`src/ppam_pkg.sv`:
```
// Package for the plot point autoscale mapper: defaults, codes and shared types.
`timescale 1ns / 1ps
package ppam_pkg;

	localparam int POINT_DEPTH_DEF  = 256;
	localparam int SAMPLE_WIDTH_DEF = 24;
	localparam int COORD_WIDTH_DEF  = 12;
	localparam int INDEX_WIDTH      = 8;

	localparam int AREA_LEFT_RST   = 0;
	localparam int AREA_TOP_RST    = 0;
	localparam int AREA_RIGHT_RST  = 80;
	localparam int AREA_BOTTOM_RST = 24;

	localparam logic OP_LOAD = 1'b0;
	localparam logic OP_MAP  = 1'b1;

	typedef enum logic [1:0] {
		CFG_AREA_LEFT   = 2'd0,
		CFG_AREA_TOP    = 2'd1,
		CFG_AREA_RIGHT  = 2'd2,
		CFG_AREA_BOTTOM = 2'd3
	} ppam_cfg_idx_t;

	// divider status toward the sequencer
	typedef struct packed {
		logic done;
		logic rem_nz;
	} ppam_div_stat_t;

endpackage

```
`src/ppam_div.sv`:
```
// Serial restoring divider, one quotient bit per cycle, quotient bounded to QW bits.
`timescale 1ns / 1ps
module ppam_div #(
	parameter int SAMPLE_WIDTH = ppam_pkg::SAMPLE_WIDTH_DEF,
	parameter int QW           = ppam_pkg::COORD_WIDTH_DEF + 1
) (
	input  logic                         clk,
	input  logic                         arst_n,
	input  logic                         start,
	input  logic [SAMPLE_WIDTH+QW-1:0]   dividend,
	input  logic [SAMPLE_WIDTH-1:0]      divisor,
	output logic [QW-1:0]                quotient,
	output ppam_pkg::ppam_div_stat_t     stat
);

	localparam int CW = $clog2(QW+1);

	logic [SAMPLE_WIDTH-1:0] rem_q, dsr_q;
	logic [QW-1:0]           lo_q;
	logic [CW-1:0]           cnt_q;
	logic                    done_q;

	logic [SAMPLE_WIDTH:0]   trial, diff;
	logic                    take;

	// caller guarantees dividend < divisor * 2^QW, so the top part starts below divisor
	assign trial = {rem_q, lo_q[QW-1]};
	assign diff  = trial - {1'b0, dsr_q};
	assign take  = (trial >= {1'b0, dsr_q});

	always_ff @(posedge clk) begin
		if (start) begin
			rem_q <= dividend[SAMPLE_WIDTH+QW-1:QW];
			lo_q  <= dividend[QW-1:0];
			dsr_q <= divisor;
		end else if (cnt_q != '0) begin
			rem_q <= take ? diff[SAMPLE_WIDTH-1:0] : trial[SAMPLE_WIDTH-1:0];
			lo_q  <= {lo_q[QW-2:0], take};
		end
	end

	always_ff @(posedge clk or negedge arst_n) begin
		if (!arst_n) begin
			cnt_q  <= '0;
			done_q <= 1'b0;
		end else if (start) begin
			cnt_q  <= CW'(QW);
			done_q <= 1'b0;
		end else if (cnt_q != '0) begin
			cnt_q  <= cnt_q - CW'(1);
			done_q <= (cnt_q == CW'(1));
		end else begin
			done_q <= 1'b0;
		end
	end

	assign quotient    = lo_q;
	assign stat.done   = done_q;
	assign stat.rem_nz = (rem_q != '0);

endmodule

```
`config.mk`:
```
export PLATFORM = sky130hd
export DESIGN_NAME = ppam_div
export DESIGN_NICKNAME = d
export VERILOG_FILES = /design/src/ppam_pkg.sv /design/src/ppam_div.sv
export SDC_FILE = /design/constraint.sdc
export NUM_CORES = 1
export LEC_CHECK = 0
export BUFFER_PORTS_ARGS = -buffer_cell sky130_fd_sc_hd__buf_2
export CAP_MARGIN = 20
export CORE_ASPECT_RATIO = 1.75
export CORE_UTILIZATION = 45
export DETAILED_ROUTE_END_ITERATION = 6
export GPL_TIMING_DRIVEN = 0
export PLACE_DENSITY_LB_ADDON = 0.25
export SLEW_MARGIN = 0
export SYNTH_ARGS = -nofsm -noshare
export SYNTH_HDL_FRONTEND = slang
export SYNTH_SLANG_ARGS = --single-unit
```
`constraint.sdc`:
```
create_clock -name clk -period 3.4 [get_ports clk]
set_clock_uncertainty 0.1 [all_clocks]
set_input_delay 0.34 -clock clk [delete_from_list [all_inputs] [get_ports clk]]
set_output_delay 0.34 -clock clk [all_outputs]
set_load 0.05 [all_outputs]
```
**Yosys cells after proc, flatten, opt, wreduce, memory -nomap -nowiden**

Index checks and enable logic that the tools add are counted.

- Output and inout port bits: 15
- Input bits: 64
- Bits in registers: 66
- Word-level logic and storage cells: 21

- Mux-type cells: 9
- Equality and inequality tests: 1
- Magnitude comparators: 1
- Add/subtract/negate cells: 2
- Reduce and logical (&&, ||, !) cells: 3

Operator list:

| kind | count |
|---|---|
| $mux W24 | 3 |
| $mux W13 | 2 |
| $ge A25 B24 Y1 | 1 |
| $reduce_bool A24 Y1 | 1 |
| $sub A24 B24 Y24 | 1 |
| $mux W4 | 2 |
| $eq A4 B1 Y1 const B | 1 |
| $reduce_bool A4 Y1 | 1 |
| $sub A4 B1 Y4 const B | 1 |
| $mux W1 | 2 |
| $reduce_bool A2 Y1 | 1 |

**Longest topological paths before layout**

- Depth after elaboration: 4
- Mapped depth: 13
- Gate-level depth less buffers: 11

**Least setup slack after synthesis**

OpenSTA, ideal clock, no wires.

- Path kind: register to register
- Start point: reg lo_q[12], in the netlist quotient[12]
- End point: reg rem_q[10], data pin
- Setup slack: 334 ps
- Stages on the path, launching flop included: 12
- Setup time: 260 ps
- Arrival time: 2,706 ps
- Path buffers: 1
- Data required time: 3,040 ps
- Clock period less this slack: 3,066 ps
- Cell sequence: edfxtp_1 inv_1 ha_1 nand2b_1 a21oi_1 o21ai_1 a21oi_2 a41oi_4 nand2_4 buf_6 mux2_4 mux2_2

- Cells in the longest elaborated chain, start to end: 4
- Elaborated cells between the ends (all ways): 5
- Those cells by class: add/sub (1); order compare (1); mux (3)

Ends and longest elaborated chain:

| element | RTL line | source |
|---|---|---|
| from (decl) | ppam_div.sv:19 | `logic [QW-1:0] lo_q;` |
| from (signal assigned) | ppam_div.sv:34 | `lo_q <= dividend[QW-1:0];` |
| from (signal assigned) | ppam_div.sv:38 | `lo_q <= {lo_q[QW-2:0], take};` |
| $sub A24 B24 Y24 / $ge A25 B24 Y1 (equally long branches) | ppam_div.sv:28, ppam_div.sv:29 |  |
| $mux W24 (*) | ppam_div.sv:37 | `rem_q <= take ? diff[SAMPLE_WIDTH-1:0] : trial[SAMPLE_WIDTH-1:0];` |
| $mux W24 (*) | ppam_div.sv:36 | `end else if (cnt_q != '0) begin` |
| $mux W24 (*) | ppam_div.sv:32 | `if (start) begin` |
| to (signal assigned) | ppam_div.sv:33 | `rem_q <= dividend[SAMPLE_WIDTH+QW-1:QW];` |
| to (signal assigned) | ppam_div.sv:37 |  |
| to (decl) | ppam_div.sv:18 | `logic [SAMPLE_WIDTH-1:0] rem_q, dsr_q;` |

Every way passes the cells marked *; elsewhere a longest branch is shown, timed or not. The select of a mux whose other input is x is not followed.
A chain may end at the register's enable or synchronous reset.

**Worst setup path in the final report**

- Start point: reg rem_q[17]
- End point: reg rem_q[4], data pin

- Cells in the longest elaborated chain, start to end: 4

Ends and longest elaborated chain:

| element | RTL line | source |
|---|---|---|
| $ge A25 B24 Y1 | ppam_div.sv:29 | `assign take = (trial >= {1'b0, dsr_q});` |
| $mux W24 | ppam_div.sv:37 |  |
| $mux W24 | ppam_div.sv:36 |  |
| $mux W24 | ppam_div.sv:32 |  |

No other way between the ends. The select of a mux whose other input is x is not followed.

==> metrics.yaml <==
power.leakage_nw: 2.278
cts_sinks: 66
drive_gt1_share_pct: 30.31
clk_latency_ns: 0.34
slew_headroom_pct: 49.78
crit_arrival_ns: 3.16
slowest_stage: "edfxtp_1"
synth_fp_nets: 478
mostFrequentLayoutCell: "buf_2"
r2r-end: "rem_q[4]"
max-cap-violations: 0
critPathTopFamily: "compound AO/OA/AOI/OAI gates"
rsz0062_at_grt: "no"
core_sq_um: 9151
h-tree-depth: 3
path_max_fanout: 7
die_w_um: 75.97
fin_cells: 605
drv_slew: 0
fin_crit_sh_pct: 93.41
yosys.area.top_type: "edfxtp_1"
drt-initial-drc-count: 222
synthCells: 387
hold_class: "primary input to register"
synth_area_leaders: "edfxtp_1 43%, ha_1 7.5%, mux2_2 7.1%"
cts_tree: "yes"
grt_pass1_vias: 3574
cp-start-kind: "register"
setup_slack_ns: 0.2242
peakVddDrop_mv: 0.4116
numCtsBuffers: 9
yosysUniqueCellTypes: 61
worstSetupEndpointType: "register"
cp-startpoint: "rem_q[17]"
root_buffer: "clkbuf_16"
dpl-instance-area_sq_um: 4880
numPortBuffers: 78
vias: 3320
die_area_sq_um: 9986
cp_num_cells: 10
via_per_inst: 5.488
synth-edff-count: 61
layout_min_cycle_time_ns: 3.176
drc: 0
ys_warn_count: 0
finalHoldViolCount: 0
cp_slowest_stage_delay_ns: 0.42
io_pins: 79
path_class: "register to register"
track_usage_pct: 21.48
layout_common_cells: "79 x buf_2, 61 x edfxtp_1, 33 x inv_1, 28 x nand2_1, 27 x mux2_2"
num-nets-final: 571
placedCellCount: 586
totalPowerFinal_w: 0.004829
regToRegSetupSlack_ns: 0.22
grt_first_pass_wirelength_mm: 16.47
status: "complete, no violations"
r2r_cells: 10
postRouteAntennaNets: 0
path_cells: "ha_1 -> a21oi_1 -> o221ai_1 -> a31oi_2 -> o21ai_1 -> a41oi_4 -> nand2_4 -> buf_4 -> mux2_1 -> mux2_2"
dr.pass1.iters: 5
avgRoutedWirePerCell_um: 16.97
cp.required_ns: 3.38
dp_slack_ns: 0.07701
ys_async_sr_fraction_pct: 7.576
yosysSeqAreaShare_pct: 45.41
start_util_pct: 47.09
pwr_density_cell_nw_per_um2: 920.0
synth.top_cell.area_share_pct: 42.51
fmax_ghz: 0.3149
r2r-start: "rem_q[17]"
worst_pin_slew_ns: 0.7533
place.gp.congestion: 0.8721
die_height_um: 131.5
syn2layout_area_growth_pct: 21.81
syn_area_per_cell_sq_um: 11.13
synth_ff_type: "edfxtp_1"
antenna_cells: 0
setup_viol: 0
fin_area_sq_um: 5249
synth-seq-cells: 66
rows: 46
clockBufferDepth: 2
clk_pin_slew_ns: 0.06
crit_end: "rem_q[4]"
antenna_found_initial: 0
crit_buf_inv: 1
grt_start_max_net_pins: 26
syn-cell-area_sq_um: 4309
overflow: 0
routed_wl_mm: 10.27
dp_hpwl_mm: 7.634
utilization_pct: 57.36
==> registers in the layout (all words and copies together) (netlist names) <==
| register | flops |
|---|---|
| rem_q | 24 |
| quotient | 13 |
| cnt_q | 4 |
| done_q | 1 |
| dsr_q | 24 |
==> synthesized netlist by cell type (6+ instances only) <==
cell type  number
nor3_1          6
a21o_1          9
inv_1          33
ha_1           26
mux2_2         27
nand2b_1        6
nor2b_1         7
nand2_1        28
o21ai_0         7
a31oi_1         9
xnor2_1        14
nand3_1         8
edfxtp_1       61
mux2_1          7
a21oi_1        26
nor4_1          8
nor2_1         12
==> worst reg2reg max path, delay by kind of cell (launching register included) <==
family | cells | cell delay, ns
AO/OA/AOI/OAI | 5 | 1.14
adder cells (fa/ha/maj) | 1 | 0.40
buffers and inverters | 1 | 0.20
flip-flops | 1 | 0.42
multiplexers | 2 | 0.58
AND/OR/NAND/NOR | 1 | 0.08
==> metrics by stage <==
step                hold WS [ns]  TNS (ns)
global route             0.06806         0
floorplan               -0.05559         0
detailed placement       0.06602         0
CTS                      0.06713         0
finish                   0.07323         0
global placement         0.05888    -12.01
==> worst min path at each step <==
stage,cells after the start,startpoint,to
6_report,1,divisor[22],dsr_q[22]
5_1_grt,1,divisor[22],dsr_q[22]
4_1_cts,1,divisor[20],dsr_q[20]
3_5_place_dp,1,arst_n,done_q
3_3_place_gp,1,arst_n,done_q
2_1_floorplan,0,arst_n,cnt_q[0]
==> repair_timing <==
action / in CTS / in global routing
resized for setup: 0 / 0
buffers inserted: 0 / 2
endpoints found under the setup margin: 0 / 7
hold endpoints to repair: 5 / 0
hold buffers: 1 / 0
==> routing by layer <==
| metal | vias up | share of wire, % | track usage, % |
|---|---|---|---|
| li1 | 1624 | - | - |
| met1 | 1561 | 38 | 21.74 |
| met2 | 109 | 55 | 41.06 |
| met3 | 26 | 4.5 | 3.333 |
| met4 | 0 | 3.2 | 11.75 |
| met5 | - | 0 | 0 |
==> where the power goes <==
group          switching [W]  total (W)  internal [W]  leakage, nW
Clock               0.000358    0.00108      0.000719        0.163
Combinational        0.00129    0.00242       0.00113         1.43
Sequential          0.000168    0.00133       0.00116        0.683
Total                0.00182    0.00483       0.00301         2.28
==> cells by family after synthesis <==
group                    synth area share (%)
AO/OA/AOI/OAI                           13.94
multiplexers                            11.44
AND/OR/NAND/NOR                         12.43
buffers and inverters                   4.907
flip-flops                              45.41
adder cells (fa/ha/maj)                 8.014
XOR/XNOR                                3.862
==> cell type report <==
| cell class | instances | area (sq um) |
|---|---|---|
| sequential | 66 | 1957 |
| clock inverter | 6 | 115.1 |
| inverter | 33 | 123.9 |
| buffer | 14 | 87.58 |
| clock buffer | 10 | 229.0 |
| timing repair buffer | 82 | 442.9 |
| fill | 792 | 3902 |
| multi-input combinational | 274 | 2143 |
| tap | 120 | 150.1 |
Power figures use the tool's default switching activity.
